===== src/rtl/cpi_pkg.sv =====
// ----------------------------------------------------------------------------
// cpi_pkg: shared definitions for the convex polygon point-inside unit
// Default sizes, input mode codes, the sequencer state type and the control
// word that the sequencer sends to the cross product unit.
// ----------------------------------------------------------------------------
package cpi_pkg;

   // Default capacity of the vertex store and coordinate width.
   localparam int CPI_MAX_VERTICES = 16;
   localparam int CPI_COORD_BITS   = 16;

   // Width of the vertex count register and of the vertex index field.
   localparam int CPI_VCOUNT_W = 5;
   localparam int CPI_VINDEX_W = 4;

   // Input word modes.
   localparam logic CPI_MODE_LOAD  = 1'b0;
   localparam logic CPI_MODE_QUERY = 1'b1;

   typedef enum logic [2:0] {
      S_IDLE,
      S_FETCH,
      S_MUL_A,
      S_MUL_B,
      S_DRAIN,
      S_DONE
   } cpi_state_type;

   // Control word for the shared cross product unit.
   typedef struct packed {
      logic clear;   // start of a query: drop any earlier failure
      logic en;      // run the multiplier this cycle
      logic sel_b;   // second product of the edge, (py-sy)*(ex-sx)
   } cpi_mul_ctl_type;

endpackage


===== src/rtl/cpi_vertex_ram.sv =====
// ----------------------------------------------------------------------------
// cpi_vertex_ram: vertex store
// One write port and one read port with registered read data. Each entry
// holds the x coordinate in the upper half and the y coordinate below it.
// ----------------------------------------------------------------------------
module cpi_vertex_ram #(
   parameter int DEPTH = 16,
   parameter int WIDTH = 32,
   parameter int AW    = 4
) (
   input  logic             clock,
   input  logic             wr_en,
   input  logic [AW-1:0]    wr_addr,
   input  logic [WIDTH-1:0] wr_data,
   input  logic [AW-1:0]    rd_addr,
   output logic [WIDTH-1:0] rd_data
);

   logic [WIDTH-1:0] mem [DEPTH];
   logic [WIDTH-1:0] rd_data_ff;

   always_ff @(posedge clock) begin
      if (wr_en) begin
         mem[wr_addr] <= wr_data;
      end
   end

   always_ff @(posedge clock) begin
      rd_data_ff <= mem[rd_addr];
   end

   assign rd_data = rd_data_ff;

endmodule


===== src/rtl/cpi_cross_unit.sv =====
// ----------------------------------------------------------------------------
// cpi_cross_unit: shared edge side test
// One signed multiplier forms the two products of an edge in turn; the
// following cycle compares them and records any edge the point is left of.
// ----------------------------------------------------------------------------
module cpi_cross_unit
   import cpi_pkg::*;
#(
   parameter int COORD_BITS = CPI_COORD_BITS
) (
   input  logic                         clock,
   input  logic                         reset,
   input  cpi_mul_ctl_type              ctl,
   input  logic signed [COORD_BITS-1:0] px,
   input  logic signed [COORD_BITS-1:0] py,
   input  logic signed [COORD_BITS-1:0] sx,
   input  logic signed [COORD_BITS-1:0] sy,
   input  logic signed [COORD_BITS-1:0] ex,
   input  logic signed [COORD_BITS-1:0] ey,
   output logic                         fail
);

   localparam int DW = COORD_BITS + 1;
   localparam int PW = 2 * DW;

   logic signed [DW-1:0] m1;
   logic signed [DW-1:0] m2;
   logic signed [PW-1:0] prod_in;
   logic signed [PW-1:0] prod_ff;
   logic signed [PW-1:0] lhs_ff;
   logic                 pair_ff;
   logic                 pair_in;
   logic                 fail_ff;
   logic                 fail_in;

   // Differences are one bit wider than the coordinates, so they never wrap.
   always_comb begin
      if (ctl.sel_b) begin
         m1 = DW'(py) - DW'(sy);
         m2 = DW'(ex) - DW'(sx);
      end else begin
         m1 = DW'(px) - DW'(sx);
         m2 = DW'(ey) - DW'(sy);
      end
      prod_in = m1 * m2;
   end

   assign pair_in = ctl.en & ctl.sel_b & ~ctl.clear;

   always_comb begin
      if (ctl.clear) begin
         fail_in = 1'b0;
      end else if (pair_ff && (lhs_ff < prod_ff)) begin
         fail_in = 1'b1;
      end else begin
         fail_in = fail_ff;
      end
   end

   always_ff @(posedge clock) begin
      if (ctl.en) begin
         prod_ff <= prod_in;
      end
      if (ctl.en && ctl.sel_b) begin
         lhs_ff <= prod_ff;
      end
   end

   always_ff @(posedge clock) begin
      if (reset) begin
         pair_ff <= 1'b0;
         fail_ff <= 1'b0;
      end else begin
         pair_ff <= pair_in;
         fail_ff <= fail_in;
      end
   end

   assign fail = fail_ff;

endmodule


===== src/rtl/convex_polygon_point_inside_unit.sv =====
// ----------------------------------------------------------------------------
// convex_polygon_point_inside_unit: point in convex polygon test
// Stores polygon vertices and answers whether a query point lies right of or
// on every edge, using one shared multiplier under a small sequencer.
// ----------------------------------------------------------------------------
// A load word (mode 0) writes one vertex into the slot given by its index;
// it produces no result, and a slot at or above the store capacity is
// ignored. A query word (mode 1) walks the edges from vertex i to
// vertex i+1 for i from 0 to count-2, where count is the vertex count
// register limited to the store capacity; there is no closing edge, so the
// caller repeats the first vertex at the end of the list. For every edge the
// unit forms the exact cross product (px-sx)*(ey-sy) - (py-sy)*(ex-sx), and
// the point is reported inside only if no edge gives a negative value, so
// boundary points count as inside. With fewer than two vertices the answer is
// inside. A query holds the input stalled after it is accepted while the
// single multiplier works through the sequencer: a fetch state loads the
// first vertex, the two products of each of the count-1 edges are formed in
// turn, a drain state compares the last pair of products and a done state
// hands the answer to the output register; below two vertices only the done
// state runs. If the previous answer is still stalled in that register, the
// hand-over waits and the input stays stalled longer. The result waits in an
// output register; the next word may be accepted while it waits. Every vertex
// a query reads must have been loaded since reset. The user must write the
// vertex count through the csr port only while the unit is idle; the unit itself does not enforce it.
module convex_polygon_point_inside_unit
   import cpi_pkg::*;
#(
   parameter int MAX_VERTICES = CPI_MAX_VERTICES,
   parameter int COORD_BITS   = CPI_COORD_BITS
) (
   input  logic                         clock,
   input  logic                         reset,
   // Configuration: vertex count.
   input  logic                         csr_write_en,
   input  logic [CPI_VCOUNT_W-1:0]      csr_write_data,
   // Request channel.
   input  logic                         req_valid,
   output logic                         req_stall,
   input  logic                         req_mode,
   input  logic [CPI_VINDEX_W-1:0]      req_vertex_index,
   input  logic signed [COORD_BITS-1:0] req_coord_x,
   input  logic signed [COORD_BITS-1:0] req_coord_y,
   // Response channel.
   output logic                         rsp_valid,
   input  logic                         rsp_stall,
   output logic                         rsp_inside_res
);

   // Address width of the store, and a width that holds the capacity itself.
   localparam int IDX_W  = $clog2(MAX_VERTICES);
   localparam int CNT_W  = $clog2(MAX_VERTICES + 1);
   localparam int CMP_W  = (CNT_W > CPI_VCOUNT_W) ? CNT_W : CPI_VCOUNT_W;
   localparam int IXW    = (CNT_W > CPI_VINDEX_W) ? CNT_W : CPI_VINDEX_W;
   localparam int WORD_W = 2 * COORD_BITS;

   cpi_state_type state_ff;
   cpi_state_type state_in;

   logic [CPI_VCOUNT_W-1:0]      vertex_count_ff;
   logic signed [COORD_BITS-1:0] px_ff;
   logic signed [COORD_BITS-1:0] py_ff;
   logic signed [COORD_BITS-1:0] sx_ff;
   logic signed [COORD_BITS-1:0] sy_ff;
   logic [IDX_W-1:0]             end_idx_ff;
   logic [IDX_W-1:0]             end_idx_in;
   logic [IDX_W-1:0]             last_ff;
   logic                         rsp_valid_ff;
   logic                         rsp_valid_in;
   logic                         rsp_inside_ff;

   logic                    req_take;
   logic                    query_take;
   logic [CMP_W-1:0]        count_ext;
   logic [CMP_W-1:0]        n_ext;
   logic [CMP_W-1:0]        n_m1;
   logic                    few_vertices;
   logic [IXW-1:0]          idx_ext;
   logic                    wr_en;
   logic [IDX_W-1:0]        rd_addr;
   logic [WORD_W-1:0]       rd_data;
   logic                    start_load;
   logic                    rsp_load;
   logic                    out_free;
   logic                    fail;
   cpi_mul_ctl_type         mul_ctl;

   assign req_take   = req_valid & ~req_stall;
   assign query_take = req_take & (req_mode == CPI_MODE_QUERY);
   assign out_free   = ~rsp_valid_ff | ~rsp_stall;

   // Number of vertices in use, limited to the store capacity.
   assign count_ext    = CMP_W'(vertex_count_ff);
   assign n_ext        = (count_ext > CMP_W'(MAX_VERTICES)) ? CMP_W'(MAX_VERTICES)
                                                            : count_ext;
   assign n_m1         = n_ext - CMP_W'(1);
   assign few_vertices = n_ext < CMP_W'(2);

   // A load to a slot beyond the capacity is dropped.
   assign idx_ext = IXW'(req_vertex_index);
   assign wr_en   = req_take & (req_mode == CPI_MODE_LOAD)
                  & (idx_ext < IXW'(MAX_VERTICES));

   cpi_vertex_ram #(
      .DEPTH (MAX_VERTICES),
      .WIDTH (WORD_W),
      .AW    (IDX_W)
   ) u_ram (
      .clock   (clock),
      .wr_en   (wr_en),
      .wr_addr (idx_ext[IDX_W-1:0]),
      .wr_data ({req_coord_x, req_coord_y}),
      .rd_addr (rd_addr),
      .rd_data (rd_data)
   );

   cpi_cross_unit #(
      .COORD_BITS (COORD_BITS)
   ) u_cross (
      .clock (clock),
      .reset (reset),
      .ctl   (mul_ctl),
      .px    (px_ff),
      .py    (py_ff),
      .sx    (sx_ff),
      .sy    (sy_ff),
      .ex    (rd_data[WORD_W-1:COORD_BITS]),
      .ey    (rd_data[COORD_BITS-1:0]),
      .fail  (fail)
   );

   // Next state.
   always_comb begin
      state_in = state_ff;
      case (state_ff)
         S_IDLE: begin
            if (query_take) begin
               state_in = few_vertices ? S_DONE : S_FETCH;
            end
         end
         S_FETCH: begin
            state_in = S_MUL_A;
         end
         S_MUL_A: begin
            state_in = S_MUL_B;
         end
         S_MUL_B: begin
            state_in = (end_idx_ff == last_ff) ? S_DRAIN : S_MUL_A;
         end
         S_DRAIN: begin
            state_in = S_DONE;
         end
         S_DONE: begin
            if (out_free) begin
               state_in = S_IDLE;
            end
         end
         default: begin
            state_in = S_IDLE;
         end
      endcase
   end

   // Sequencer outputs. The read address leads the registered read data:
   // while an edge finishes, the end vertex of the next edge is fetched.
   always_comb begin
      req_stall   = 1'b1;
      rd_addr     = end_idx_ff;
      start_load  = 1'b0;
      rsp_load    = 1'b0;
      mul_ctl     = '0;
      case (state_ff)
         S_IDLE: begin
            req_stall     = 1'b0;
            rd_addr       = '0;
            mul_ctl.clear = query_take;
         end
         S_FETCH: begin
            start_load = 1'b1;
         end
         S_MUL_A: begin
            mul_ctl.en = 1'b1;
         end
         S_MUL_B: begin
            mul_ctl.en    = 1'b1;
            mul_ctl.sel_b = 1'b1;
            rd_addr       = end_idx_ff + IDX_W'(1);
            start_load    = 1'b1;
         end
         S_DRAIN: begin
            rsp_load = 1'b0;
         end
         S_DONE: begin
            rsp_load = out_free;
         end
         default: begin
            req_stall = 1'b1;
         end
      endcase
   end

   always_comb begin
      end_idx_in = end_idx_ff;
      if (query_take) begin
         end_idx_in = IDX_W'(1);
      end else if (state_ff == S_MUL_B) begin
         end_idx_in = end_idx_ff + IDX_W'(1);
      end
   end

   always_comb begin
      rsp_valid_in = rsp_valid_ff;
      if (rsp_load) begin
         rsp_valid_in = 1'b1;
      end else if (rsp_valid_ff && !rsp_stall) begin
         rsp_valid_in = 1'b0;
      end
   end

   always_ff @(posedge clock) begin
      if (reset) begin
         state_ff        <= S_IDLE;
         vertex_count_ff <= '0;
         rsp_valid_ff    <= 1'b0;
      end else begin
         state_ff     <= state_in;
         rsp_valid_ff <= rsp_valid_in;
         if (csr_write_en) begin
            vertex_count_ff <= csr_write_data;
         end
      end
   end

   // Payload registers.
   always_ff @(posedge clock) begin
      end_idx_ff <= end_idx_in;
      if (query_take) begin
         px_ff   <= req_coord_x;
         py_ff   <= req_coord_y;
         last_ff <= n_m1[IDX_W-1:0];
      end
      if (start_load) begin
         sx_ff <= rd_data[WORD_W-1:COORD_BITS];
         sy_ff <= rd_data[COORD_BITS-1:0];
      end
      if (rsp_load) begin
         rsp_inside_ff <= ~fail;
      end
   end

   assign rsp_valid      = rsp_valid_ff;
   assign rsp_inside_res = rsp_inside_ff;

`ifndef ASSERT_OFF
   // The edge walk never reads past the last vertex in use.
   a_edge_in_range: assert property (@(posedge clock) disable iff (reset)
      (state_ff == S_MUL_A || state_ff == S_MUL_B) |-> (end_idx_ff <= last_ff))
      else $error("edge end index beyond last vertex");

   // Both products of an edge are formed on consecutive cycles.
   a_mul_pair: assert property (@(posedge clock) disable iff (reset)
      (state_ff == S_MUL_B) |-> ($past(state_ff) == S_MUL_A))
      else $error("second product without first");

   // A query with no edges goes straight to its answer.
   a_no_edges: assert property (@(posedge clock) disable iff (reset)
      (query_take && few_vertices) |=> (state_ff == S_DONE && !fail))
      else $error("query without edges did not finish at once");

   // A new response appears only when a query finishes.
   a_rsp_source: assert property (@(posedge clock) disable iff (reset)
      $rose(rsp_valid_ff) |-> ($past(state_ff) == S_DONE))
      else $error("response raised outside the finishing state");
`endif

endmodule

===== config.mk =====
export PLATFORM = sky130hd
export DESIGN_NAME = convex_polygon_point_inside_unit
export DESIGN_NICKNAME = d
export VERILOG_FILES = /design/src/rtl/cpi_pkg.sv /design/src/rtl/cpi_vertex_ram.sv /design/src/rtl/cpi_cross_unit.sv /design/src/rtl/convex_polygon_point_inside_unit.sv
export SDC_FILE = /design/constraint.sdc
export NUM_CORES = 2
export LEC_CHECK = 0
export BUFFER_PORTS_ARGS = -buffer_cell sky130_fd_sc_hd__buf_2
export CORE_ASPECT_RATIO = 0.6
export CORE_UTILIZATION = 55
export DETAILED_ROUTE_END_ITERATION = 7
export GPL_ROUTABILITY_DRIVEN = 1
export PLACE_DENSITY = 0.73
export SLEW_MARGIN = 10
export SYNTH_ARGS = -nofsm -noshare
export SYNTH_HDL_FRONTEND = slang
export SYNTH_SLANG_ARGS = --single-unit

===== constraint.sdc =====
create_clock -name clock -period 12.76 [get_ports clock]
set_input_delay 1.914 -clock clock [delete_from_list [all_inputs] [get_ports clock]]
set_output_delay 1.914 -clock clock [all_outputs]
set_load 0.005 [all_outputs]

==> summary.txt <==
Worst setup path
  • CP Capture Type: flop
  • Flop-to-flop setup slack: 3.54 ns
  • Worst setup path endpoint: u_cross.prod_ff[33]
  • R2R Path End: u_cross.prod_ff[33]
  • Critical Path Start Type: flop
  • Cell count of the worst reg-to-reg path: 31
  • Req. time, crit path: 13.14 ns
  • Data arrival time of the worst path: 9.60 ns
  • Crit-path slowest cell: a211oi_1
  • CP Max Fanout: 18
  • Worst r2r src: sx_ff[0]
  • WS Path Type: reg -> reg
  • Critical path startpoint: sx_ff[0]
  • Most numerous cell on the critical path: fa_1
  • Max incr delay on CP: 0.54 ns

Yosys
  • Synth unique cells: 71
  • Post-Syn Instances: 3402
  • Synth warn: 0
  • Combined area of all synthesized cells: 40300 um2
  • Register bit total from synthesis: 696
  • Ys async rst share: 0%
  • Synth top area cells: edfxtp_1 48%, fa_1 15%, ha_1 5.7%
  • Post-synthesis sequential area ratio: 50.7%
  • Synthesized net count: 3933
  • Commonest cells in the netlist: 649 x edfxtp_1, 481 x nand2_1, 395 x inv_1
  • Most common cell in the synthesized netlist: edfxtp_1
  • Yosys top cell area share: 48.3%
  • Post-synth EDFFs: 649
  • Avg Cell Area, Syn: 11.8 um2
  • Synth Flop Type: edfxtp_1
  • Synth area leader: edfxtp_1

Outcome
  • Status: finished, final reports clean

Clocking
  • Clock Sinks: approximately 700
  • CTS tree: yes
  • # resized after CTS: 0
  • Root Driver: clkbuf_16
  • H-tree depth: 2
  • Clk buf depth: 3
  • Setup Fix Bufs, Post-CTS: 0
  • Worst-path clk slew: 0.07 ns
  • Cts hold-fix bufs: 0
  • Worst-skew pair later-pin latency: 0.66 ns
  • CTS buffer count: 60

GRT
  • GR Overflow Total: 0
  • Largest net degree at the start of global routing: 193
  • First-pass GRT wire length: 146000 um
  • Antenna violations before repair: 3
  • Number of global-route vias before repair: roughly 25k
  • Gr usage total: around 26%

Timing
  • Final Skew: 0.0449 ns
  • Final hold violation count: 0
  • Least-Margin Pin Slew: approximately 1.2 ns
  • Max Fclk: 108 MHz
  • Final setup viols: 0
  • Final hold slack: 0.430 ns
  • Max-slew violation count: 0
  • Setup TNS: 0 ns
  • Setup ws final: 3.54 ns
  • Min Tclk post-route: between 9 and 10 ns
  • RSZ-0062 raised after global routing: false
  • Final period util: 72.3%
  • Slew margin rel.: roughly 17%

Finish
  • Filler cells: 5783
  • Sequential cell area: 20400 um2
  • Fin area: 43800 um2
  • Share of cells above drive strength 1: 7.11%
  • Multi-input gate area: 18000 um2
  • Final net count: 3938
  • Area grow syn2layout: 8.78%

Drt
  • Drt wl/cell: roughly 21 um
  • Vias: 25.8k
  • DR pass1 iterations: 8
  • Routed Antenna Nets: 0
  • Vias per std cell: 5.81
  • First DRT Iteration DRCs: approximately 2.8k
  • DRC viols: 0
  • Final wirelength: 93200 um

Floorplanning
  • Chip Width: 351 um
  • Die Area: about 74000 um2
  • Initial Util: between 50% and 60%
  • # rows: 76
  • Core region area: about 70000 um2
  • Die height: 212 um
  • IO Count: 50

Run
  • Max Cap Viol: 0

Placed design
  • Pre-CTS setup slack: 3.70 ns
  • DPL Wire Length: 62700 um
  • Area after DPL: 41700 um2
  • RePlAce Congestion: 0.974
  • Buffers on Ports: 49

Min path
  • Hold Crit Depth: 0
  • HP Class: reg -> reg
metal layers:
layer | vias up | global-route usage [%] | part of all wire [%]
met5 | - | 0.724 | 0.10
met4 | 6 | 5.47 | 1.8
met3 | 132 | 7.06 | 11
met2 | 1084 | 35.8 | 41
met1 | 12800 | 40.9 | 46
li1 | 11800 | - | -
per-stage QoR:
stage	std cells	utilization, %
after CTS	4434	60.8
after floorplan	3402	-
after global placement	4320	57.9
after global routing	4434	60.8
final	4436	60.8
after detailed placement	4320	57.9
sequential cells by signal, indices dropped and copies added (netlist names), 3 cells and up:
signal and flops:
end_idx_ff 4, sy_ff 16, px_ff 16, count_ext 5, u_ram.rd_data 32, u_cross.lhs_ff 34
u_cross.prod_ff 34, state_ff 3, u_ram.mem 512, py_ff 16, sx_ff 16, last_ff 4
cells in the final DEF (no fill, tap or decap), types with 18 or more instances in the layout:
cell       synthesis  routed
fa_1             300     300
nor2b_1           23      23
clkbuf_16          0      60
a31oi_1           71      71
xnor2_1           59      59
nand2_1          481     480
dfxtp_1           47      47
edfxtp_1         649     649
a211oi_1         170     170
ha_1             184     184
o21a_1            20      20
a21oi_1          134     134
and2_1           129     129
a21o_1            34      34
inv_1            395     394
o21ai_0           46      45
nor2_1           183     168
xor2_1            25      25
buf_4              1      41
a311oi_1          65      65
nand2b_1          24      24
buf_2             29      49
mux2i_1           19      18
and2_0            40      40
area by class of cell:
class / count / share of cell area (%)
Sequential cell: 696 / 46.6
Multi-Input combinational cell: 2160 / 41.0
Clock buffer: 79 / 3.82
Inverter: 396 / 3.39
Tap cell: 975 / 2.78
Timing Repair Buffer: 93 / 1.40
Clock inverter: 35 / 1.03
Antenna cell: 2 / 0.0114
logic make-up after synthesis:
family / synth area share (%)
buf+inv: 5.20
compound gates: 10.3
mux: 0.646
fa+ha+maj: 20.6
flops: 50.7
simple gates: 10.7
xor+xnor: 1.83
worst min-delay path by stage:
stage	to	start
4_1_cts	sy_ff[0]	u_ram.rd_data[0]
3_5_place_dp	sy_ff[0]	u_ram.rd_data[0]
2_1_floorplan	sx_ff[0]	u_ram.rd_data[16]
6_report	sy_ff[0]	u_ram.rd_data[0]
5_1_grt	sy_ff[0]	u_ram.rd_data[0]
3_3_place_gp	sx_ff[0]	u_ram.rd_data[16]
critical path, delay by kind of cell (launching register included):
family	cells	cell delay (ns)
AO/OA/AOI/OAI	12	3.07
XOR/XNOR	2	0.38
buffers and inverters	4	0.38
multiplexers	1	0.10
flip-flops	1	0.40
AND/OR/NAND/NOR	3	0.70
adder cells (fa/ha/maj)	9	3.90
Power is left out: the tool's default activity adds up to more than one toggle a clock period on the data nets, which glitch-free logic cannot reach.
